`src/hdl/pol_pkg.sv`:
```
// Shared types and codes for the positional ordered list.
`timescale 1ns / 1ps

package pol_pkg;

    localparam int VALUE_W  = 32;
    localparam int POS_W    = 6;
    localparam int ACTION_W = 2;
    localparam int STATUS_W = 2;
    localparam int FOUND_W  = 5;
    localparam int COUNT_W  = 6;

    localparam logic [ACTION_W-1:0] ACT_INSERT    = 2'd0;
    localparam logic [ACTION_W-1:0] ACT_REMOVE_AT = 2'd1;
    localparam logic [ACTION_W-1:0] ACT_REMOVE_EQ = 2'd2;
    localparam logic [ACTION_W-1:0] ACT_SEARCH    = 2'd3;

    localparam logic [STATUS_W-1:0] ST_OK        = 2'd0;
    localparam logic [STATUS_W-1:0] ST_BAD_POS   = 2'd1;
    localparam logic [STATUS_W-1:0] ST_NOT_FOUND = 2'd2;
    localparam logic [STATUS_W-1:0] ST_FULL      = 2'd3;

    // Compare request broadcast to every cell when a transaction is taken.
    typedef struct packed {
        logic                      en;
        logic signed [VALUE_W-1:0] key;
    } probe_t;

    // Update broadcast to every cell on commit.
    typedef struct packed {
        logic                      ins;
        logic                      rm_pos;
        logic                      rm_match;
        logic [POS_W-1:0]          pos;
        logic signed [VALUE_W-1:0] value;
    } cmd_t;

endpackage

```
`src/hdl/pol_cell.sv`:
```
// One storage cell of the list row: holds an entry, compares, shifts.
`timescale 1ns / 1ps

module pol_cell #(
    parameter int IDX = 0,
    parameter int PW  = 6
) (
    input  logic                                clk,
    input  logic                                rst_n,
    input  pol_pkg::probe_t                     probe,
    input  pol_pkg::cmd_t                       cmd,
    input  logic                                live,
    input  logic                                tail,
    input  logic signed [pol_pkg::VALUE_W-1:0]  left_data,
    input  logic signed [pol_pkg::VALUE_W-1:0]  right_data,
    output logic signed [pol_pkg::VALUE_W-1:0]  data,
    output logic                                hit
);

    localparam logic [PW-1:0] MY_IDX = PW'(IDX);

    logic signed [pol_pkg::VALUE_W-1:0] data_reg;
    logic signed [pol_pkg::VALUE_W-1:0] data_next;
    logic                               hit_reg;
    logic                               hit_next;
    logic [PW-1:0]                      pos_ext;

    assign pos_ext = PW'(cmd.pos);

    always_comb
    begin
        hit_next = hit_reg;
        if (probe.en)
        begin
            hit_next = live && (data_reg == probe.key);
        end
    end

    // Insert opens a gap at pos; removes close the gap from the right.
    always_comb
    begin
        data_next = data_reg;
        if (cmd.ins && (MY_IDX > pos_ext))
        begin
            data_next = left_data;
        end
        else if (cmd.ins && (MY_IDX == pos_ext))
        begin
            data_next = cmd.value;
        end
        else if ((cmd.rm_pos && (MY_IDX >= pos_ext)) || (cmd.rm_match && tail))
        begin
            data_next = right_data;
        end
    end

    always_ff @(posedge clk)
    begin
        data_reg <= data_next;
    end

    always_ff @(posedge clk or negedge rst_n)
    begin
        if (!rst_n)
        begin
            hit_reg <= 1'b0;
        end
        else
        begin
            hit_reg <= hit_next;
        end
    end

    assign data = data_reg;
    assign hit  = hit_reg;

endmodule

```
`src/hdl/pol_first.sv`:
```
// First-match finder over the row of hit flags.
`timescale 1ns / 1ps

module pol_first #(
    parameter int N  = 32,
    parameter int IW = 5
) (
    input  logic [N-1:0]  hit,
    output logic          any,
    output logic [N-1:0]  tail,
    output logic [IW-1:0] index
);

    logic [N-1:0] neg;
    logic [N-1:0] low;

    // x | -x marks the lowest set bit and everything above it.
    assign neg  = ~hit + N'(1);
    assign tail = hit | neg;
    assign low  = hit & neg;
    assign any  = |hit;

    for (genvar b = 0; b < IW; b++)
    begin : g_bit
        logic [N-1:0] sel;
        for (genvar i = 0; i < N; i++)
        begin : g_term
            if (((i >> b) % 2) == 1)
            begin : g_one
                assign sel[i] = low[i];
            end
            else
            begin : g_zero
                assign sel[i] = 1'b0;
            end
        end
        assign index[b] = |sel;
    end

endmodule

```
`src/hdl/positional_ordered_list_core.sv`:
```
// Top level of the positional ordered list: cell row, sequencer, result register.
// result_valid rises once the held transaction commits into the result register.
// A new transaction waits until the held one commits: the cell row compares on
//   acceptance, shifts on commit; a full, stalled result register holds the shift.
// Reset (rst_n, async, active low) clears the count, sequencer and result valid.
// Entry contents are undefined after reset; no clearing pass is run.
`timescale 1ns / 1ps

module positional_ordered_list_core #(
    parameter int CAPACITY = 32
) (
    input  logic                                 clk,
    input  logic                                 rst_n,
    input  logic                                 item_valid,
    output logic                                 item_stall,
    input  logic [pol_pkg::ACTION_W-1:0]         action,
    input  logic signed [pol_pkg::VALUE_W-1:0]   value,
    input  logic [pol_pkg::POS_W-1:0]            position,
    output logic                                 result_valid,
    input  logic                                 result_stall,
    output logic [pol_pkg::STATUS_W-1:0]         status,
    output logic [pol_pkg::FOUND_W-1:0]          found_position,
    output logic [pol_pkg::COUNT_W-1:0]          item_count,
    output logic                                 is_empty
);

    // Count width holds CAPACITY itself; index width addresses one cell.
    localparam int CW = $clog2(CAPACITY + 1);
    localparam int IW = $clog2(CAPACITY);
    // Compare widths: cell index vs. position, and count vs. position.
    localparam int PW = (IW > pol_pkg::POS_W) ? IW : pol_pkg::POS_W;
    localparam int XW = (CW > pol_pkg::POS_W) ? CW : pol_pkg::POS_W;

    // Sequencer: IDLE takes a transaction (cells latch compare flags),
    // EXEC decides and commits the shift once the result slot is free.
    localparam logic ST_IDLE = 1'b0;
    localparam logic ST_EXEC = 1'b1;

    logic                                 state_reg;
    logic                                 state_next;
    logic [CW-1:0]                        count_reg;
    logic [CW-1:0]                        count_next;
    logic [pol_pkg::ACTION_W-1:0]         act_reg;
    logic signed [pol_pkg::VALUE_W-1:0]   val_reg;
    logic [pol_pkg::POS_W-1:0]            pos_reg;

    logic                                 res_valid_reg;
    logic                                 res_valid_next;
    logic [pol_pkg::STATUS_W-1:0]         res_status_reg;
    logic [pol_pkg::FOUND_W-1:0]          res_found_reg;
    logic [pol_pkg::COUNT_W-1:0]          res_count_reg;
    logic                                 res_empty_reg;

    logic                                 accept;
    logic                                 commit;
    logic [pol_pkg::STATUS_W-1:0]         status_calc;
    logic [pol_pkg::FOUND_W-1:0]          found_calc;
    logic                                 do_ins;
    logic                                 do_rm_pos;
    logic                                 do_rm_match;
    logic [XW-1:0]                        pos_x;
    logic [XW-1:0]                        cnt_x;

    pol_pkg::probe_t                      probe;
    pol_pkg::cmd_t                        cmd;

    logic signed [pol_pkg::VALUE_W-1:0]   cell_data [CAPACITY];
    logic [CAPACITY-1:0]                  live;
    logic [CAPACITY-1:0]                  hit;
    logic [CAPACITY-1:0]                  tail;
    logic                                 any_hit;
    logic [IW-1:0]                        hit_index;

    assign item_stall = (state_reg != ST_IDLE);
    assign accept     = item_valid && !item_stall;
    assign commit     = (state_reg == ST_EXEC) && (!res_valid_reg || !result_stall);

    // Compare flags are sampled against the incoming value on acceptance.
    assign probe.en  = accept;
    assign probe.key = value;

    // ---------------------------------------------------------------
    // Cell row: each cell sees its neighbors; the ends tie to themselves.
    // ---------------------------------------------------------------
    for (genvar i = 0; i < CAPACITY; i++)
    begin : g_cell
        logic signed [pol_pkg::VALUE_W-1:0] left_d;
        logic signed [pol_pkg::VALUE_W-1:0] right_d;

        if (i == 0)
        begin : g_first
            assign left_d = cell_data[i];
        end
        else
        begin : g_mid_l
            assign left_d = cell_data[i-1];
        end

        if (i == CAPACITY - 1)
        begin : g_last
            assign right_d = cell_data[i];
        end
        else
        begin : g_mid_r
            assign right_d = cell_data[i+1];
        end

        assign live[i] = (CW'(i) < count_reg);

        pol_cell #(
            .IDX (i),
            .PW  (PW)
        ) u_cell (
            .clk        (clk),
            .rst_n      (rst_n),
            .probe      (probe),
            .cmd        (cmd),
            .live       (live[i]),
            .tail       (tail[i]),
            .left_data  (left_d),
            .right_data (right_d),
            .data       (cell_data[i]),
            .hit        (hit[i])
        );
    end

    pol_first #(
        .N  (CAPACITY),
        .IW (IW)
    ) u_first (
        .hit   (hit),
        .any   (any_hit),
        .tail  (tail),
        .index (hit_index)
    );

    // ---------------------------------------------------------------
    // Decision for the held transaction.
    // Insert checks position before capacity.
    // ---------------------------------------------------------------
    assign pos_x = XW'(pos_reg);
    assign cnt_x = XW'(count_reg);

    always_comb
    begin
        status_calc = pol_pkg::ST_OK;
        found_calc  = '0;
        do_ins      = 1'b0;
        do_rm_pos   = 1'b0;
        do_rm_match = 1'b0;
        count_next  = count_reg;
        case (act_reg)
            pol_pkg::ACT_INSERT:
            begin
                if (pos_x > cnt_x)
                begin
                    status_calc = pol_pkg::ST_BAD_POS;
                end
                else if (count_reg == CW'(CAPACITY))
                begin
                    status_calc = pol_pkg::ST_FULL;
                end
                else
                begin
                    do_ins     = 1'b1;
                    count_next = count_reg + CW'(1);
                end
            end
            pol_pkg::ACT_REMOVE_AT:
            begin
                if (pos_x >= cnt_x)
                begin
                    status_calc = pol_pkg::ST_BAD_POS;
                end
                else
                begin
                    do_rm_pos  = 1'b1;
                    count_next = count_reg - CW'(1);
                end
            end
            pol_pkg::ACT_REMOVE_EQ:
            begin
                if (!any_hit)
                begin
                    status_calc = pol_pkg::ST_NOT_FOUND;
                end
                else
                begin
                    do_rm_match = 1'b1;
                    count_next  = count_reg - CW'(1);
                end
            end
            pol_pkg::ACT_SEARCH:
            begin
                if (!any_hit)
                begin
                    status_calc = pol_pkg::ST_NOT_FOUND;
                end
                else
                begin
                    found_calc = pol_pkg::FOUND_W'(hit_index);
                end
            end
            default:
            begin
                status_calc = pol_pkg::ST_OK;
            end
        endcase
    end

    // Cells only move on the commit edge.
    assign cmd.ins      = commit && do_ins;
    assign cmd.rm_pos   = commit && do_rm_pos;
    assign cmd.rm_match = commit && do_rm_match;
    assign cmd.pos      = pos_reg;
    assign cmd.value    = val_reg;

    always_comb
    begin
        state_next = state_reg;
        case (state_reg)
            ST_IDLE:
            begin
                if (accept)
                begin
                    state_next = ST_EXEC;
                end
            end
            ST_EXEC:
            begin
                if (commit)
                begin
                    state_next = ST_IDLE;
                end
            end
            default:
            begin
                state_next = ST_IDLE;
            end
        endcase
    end

    // Result register: loads on commit, drains when taken downstream.
    always_comb
    begin
        res_valid_next = res_valid_reg;
        if (commit)
        begin
            res_valid_next = 1'b1;
        end
        else if (res_valid_reg && !result_stall)
        begin
            res_valid_next = 1'b0;
        end
    end

    always_ff @(posedge clk or negedge rst_n)
    begin
        if (!rst_n)
        begin
            state_reg     <= ST_IDLE;
            count_reg     <= '0;
            res_valid_reg <= 1'b0;
        end
        else
        begin
            state_reg     <= state_next;
            res_valid_reg <= res_valid_next;
            if (commit)
            begin
                count_reg <= count_next;
            end
        end
    end

    always_ff @(posedge clk)
    begin
        if (accept)
        begin
            act_reg <= action;
            val_reg <= value;
            pos_reg <= position;
        end
        if (commit)
        begin
            res_status_reg <= status_calc;
            res_found_reg  <= found_calc;
            res_count_reg  <= pol_pkg::COUNT_W'(count_next);
            res_empty_reg  <= (count_next == '0);
        end
    end

    assign result_valid   = res_valid_reg;
    assign status         = res_status_reg;
    assign found_position = res_found_reg;
    assign item_count     = res_count_reg;
    assign is_empty       = res_empty_reg;

endmodule

```
`config.mk`:
```
export PLATFORM = sky130hd
export DESIGN_NAME = positional_ordered_list_core
export DESIGN_NICKNAME = d
export VERILOG_FILES = /design/src/hdl/pol_pkg.sv /design/src/hdl/pol_cell.sv /design/src/hdl/pol_first.sv /design/src/hdl/positional_ordered_list_core.sv
export SDC_FILE = /design/constraint.sdc
export NUM_CORES = 2
export LEC_CHECK = 0
export BUFFER_PORTS_ARGS = -buffer_cell sky130_fd_sc_hd__buf_2
export CAP_MARGIN = 15
export CORE_UTILIZATION = 25
export DETAILED_ROUTE_END_ITERATION = 7
export HOLD_SLACK_MARGIN = 0.15
export PLACE_DENSITY = 0.38
export SYNTH_ARGS = -nofsm -noshare
export SYNTH_HDL_FRONTEND = slang
export SYNTH_SLANG_ARGS = --single-unit
```
`constraint.sdc`:
```
create_clock -name clk -period 7.5 [get_ports clk]
set_clock_uncertainty 0.2 [all_clocks]
set_input_delay 0.75 -clock clk [delete_from_list [all_inputs] [get_ports clk]]
set_output_delay 0.75 -clock clk [all_outputs]
set_load 0.01 [all_outputs]
```
==> results.yml <==
timing:
  fmax_mhz: 206.0
  maxSlewViolCount: 0
  setup_viol: 0
  worst_slew_pin_slew_ps: 1389
  hold_violations: 0
  layout_setup_ws_ps: 2645
  max-slew-margin-rel_pct: 6.553
  setup_tns_ps: 0
  finalCriticalPeriod_ps: 4855
  fin_crit_sh_pct: 64.73
  rsz0062_at_grt: "no"
detailed_routing:
  ant_nets: 0
  route.detailed.drc: 20
  firstDrtPassIters: 8
  post_drt_via_cell_ratio: 5.718
  wl_mm: 381.7
  num_vias: 56760
  avgRoutedWirePerCell_um: 38.45
  drt_iter0_markers: 9027
clock_network:
  cts_setup_buffers: 0
  cts_buffers: 149
  cts_root_buffer: "clkbuf_16"
  cts_tree: "built"
  clock_sinks: 1118
  clk_latency_ps: 860
  cts_max_path_buffers: 3
  htree_levels: 4
  path_clk_slew_ps: 60
placed_design:
  place_hpwl_mm: 266.5
  pre_cts_slack_ps: 2439
  post_dp_cell_area_um2: 72140
  globalplace.congestion: 1.033
  port_buffers: 59
  place_inst: 9631
synth:
  yosysUniqueCellTypes: 81
  ys_async_sr_fraction_pct: 3.578
  synth_area_um2: 67280
  ys.flop_type: "edfxtp_1"
  synth_nets: 6407
  synth_warnings: 0
  synth-edff-count: 1078
  synth.avg_cell_area_um2: 10.59
  ys_seq_area_share_pct: 49.60
  synth_cells: 6354
  ys_ff_latch: 1118
floorplan:
  die_h_um: 520.8
  coreArea_um2: 267700
  fp.dieW_um: 520.8
  pin_count: 60
  start_util_pct: 25.13
  dieArea_um2: 271200
  rows: 190
power_and_ir_drop:
  ir_drop_uv: 220.0
  p_leak_nw: 27.64
  power.density_nw_per_um2: 222.4
job:
  max_cap_viol_count: 0
critical_path:
  cp_data_arrival_time_ps: 5350
  setup.worst_path.start_class: "input pin"
  critPathCaptureType: "flip-flop"
  critical-path-max-stage-delay_ps: 840
  required_ps: 8000
  crit_type: "in -> reg"
  crit_path_top_delay_cell: "a21o_2"
  crit_path_max_fanout: 41
  crit_family: "buffers and inverters"
  worstPathCellList: "dlygate4sd3_1 -> buf_2 -> nand2_1 -> nand2_1 -> buf_4 -> clkinv_1 -> o2111a_1 -> buf_4 -> o21ai_4 -> a21o_2 -> buf_4 -> nor2_1 -> a21oi_1"
  path_buf_inv: 6
  critPathMostFrequentCell: "buf_4"
status:
  violations: "design-rule violations"
  status: "finished, violations left"
global_route:
  use_met3_pct: 6.083
  grt_util_met1_pct: 37.03
  grt_usage_pct: 27.34
  grt_max_degree: 130
  gr-usage-met2_pct: 41.35
  overflow: 0
  grt_pass1_wl_mm: 506.4
  antenna_found_initial: 27
  busiest_layer: "met2"
  grt_pass1_vias: 54390
cells_and_area:
  final_cells: 9928
  stdcell_area_um2: 77030
  final_cell_mix: "1078 x edfxtp_1, 645 x nand2_1, 609 x mux2i_1, 510 x xor2_1, 500 x xnor2_1"
  layout_commonest_cell: "edfxtp_1"
  largest_reg_flops: 1024
  drive_gt1_share_pct: 10.47
  nets: 6297
  syn_to_final_growth_pct: 14.49
min_path:
  hp-class: "in -> reg"
-- cell usage after synthesis (all sizes together) (5+ instances only) --
master	count	area share, %
a2111oi	7	0.091
a211oi	5	0.056
a21o	11	0.12
a21oi	294	2.2
a222oi	195	2.9
a22o	6	0.078
a22oi	128	1.4
a31oi	38	0.38
a32oi	31	0.40
buf	200	1.5
clkbuf	374	2.1
dfrtp	40	1.5
edfxtp	1078	48
ha	9	0.17
inv	229	1.3
mux2	66	1.1
mux2i	609	9.1
nand2	658	3.7
nand2b	9	0.084
nand3	47	0.38
nand4	147	1.4
nor2	367	2.1
nor2b	6	0.056
nor3	51	0.46
nor4	150	1.4
o2111ai	7	0.10
o211ai	8	0.089
o21ai	481	3.6
o22ai	19	0.18
o31ai	10	0.11
o32ai	5	0.065
or4	6	0.073
xnor2	500	6.5
xor2	510	6.6
-- through the flow --
step           total power, mW  utilization [%]  hold slack [ps]
4_1_cts                  17.15            28.75            167.3
3_5_place_dp             9.987            26.95            328.2
6_report                 17.13            28.78            218.5
3_3_place_gp             9.971            26.92            322.5
5_1_grt                  17.48            28.77            183.1
2_1_floorplan            8.582                -            254.4
-- kinds of logic (layout without fill, tap and decap cells) --
| family | after synthesis | count (layout) | synth area share (%) |
|---|---|---|---|
| buffers and inverters | 804 | 811 | 4.887 |
| adder cells (fa/ha/maj) | 9 | 9 | 0.1674 |
| multiplexers | 675 | 675 | 10.17 |
| AO/OA/AOI/OAI | 1275 | 1275 | 12.18 |
| flip-flops | 1118 | 1118 | 49.60 |
| other | 0 | 15 | 0 |
| AND/OR/NAND/NOR | 1463 | 1463 | 9.844 |
| XOR/XNOR | 1010 | 1010 | 13.15 |
-- layout make-up --
cell class / instances / area, µm²
Antenna cell: 15 / 37.54
Tap cell: 3552 / 4444
Fill cell: 28200 / 190700
Sequential cell: 1118 / 33370
Inverter: 230 / 864.6
Multi-Input combinational cell: 4432 / 31210
Timing Repair Buffer: 313 / 2412
Clock buffer: 202 / 3969
Clock inverter: 66 / 718.2
-- per-layer routing --
metal	vias up	share of wire, %
met3	797	9.0
met1	29530	43
met2	3358	43
li1	23060	-
met5	-	0.022
met4	14	5.1
-- worst reg2reg max path, stage by stage (launching register included) --
cell	delay (ps)
dfrtp_1	580
inv_1	230
ha_1	400
nor2b_1	170
o211ai_1	160
buf_4	170
o2111a_1	190
buf_4	300
nand3_1	620
nor2_4	830
buf_12	380
a22oi_1	200
o21ai_0	120
-- power by group --
part / internal [mW] / switching [mW] / leakage [nW]
Sequential: 7.06 / 0.302 / 10.3
Clock: 3.97 / 3.20 / 2.26
Combinational: 0.663 / 1.94 / 15.1
Total: 11.7 / 5.44 / 27.6
-- what timing repair did --
action	CTS	global route
hold endpoints to repair	40	0
gates resized for setup	0	0
hold buffers	12	0
-- path summary, 6_finish.rpt --
kind	slack, ps	startpoint	to	cells past startpoint
worst max register to register	2780	cnt_x[1]	g_cell[2].u_cell.data[31]	12
min in group asynchronous	680	rst_n	g_cell[3].u_cell.hit	3
worst min register to register	340	result_valid	result_valid	2
worst max-delay path	2650	result_stall	g_cell[19].u_cell.data[3]	13
worst min-delay path	220	value[12]	val_reg[12]	1
max in group asynchronous	5750	rst_n	g_cell[28].u_cell.hit	3
Note: power is estimated with default switching activity, not from simulation.
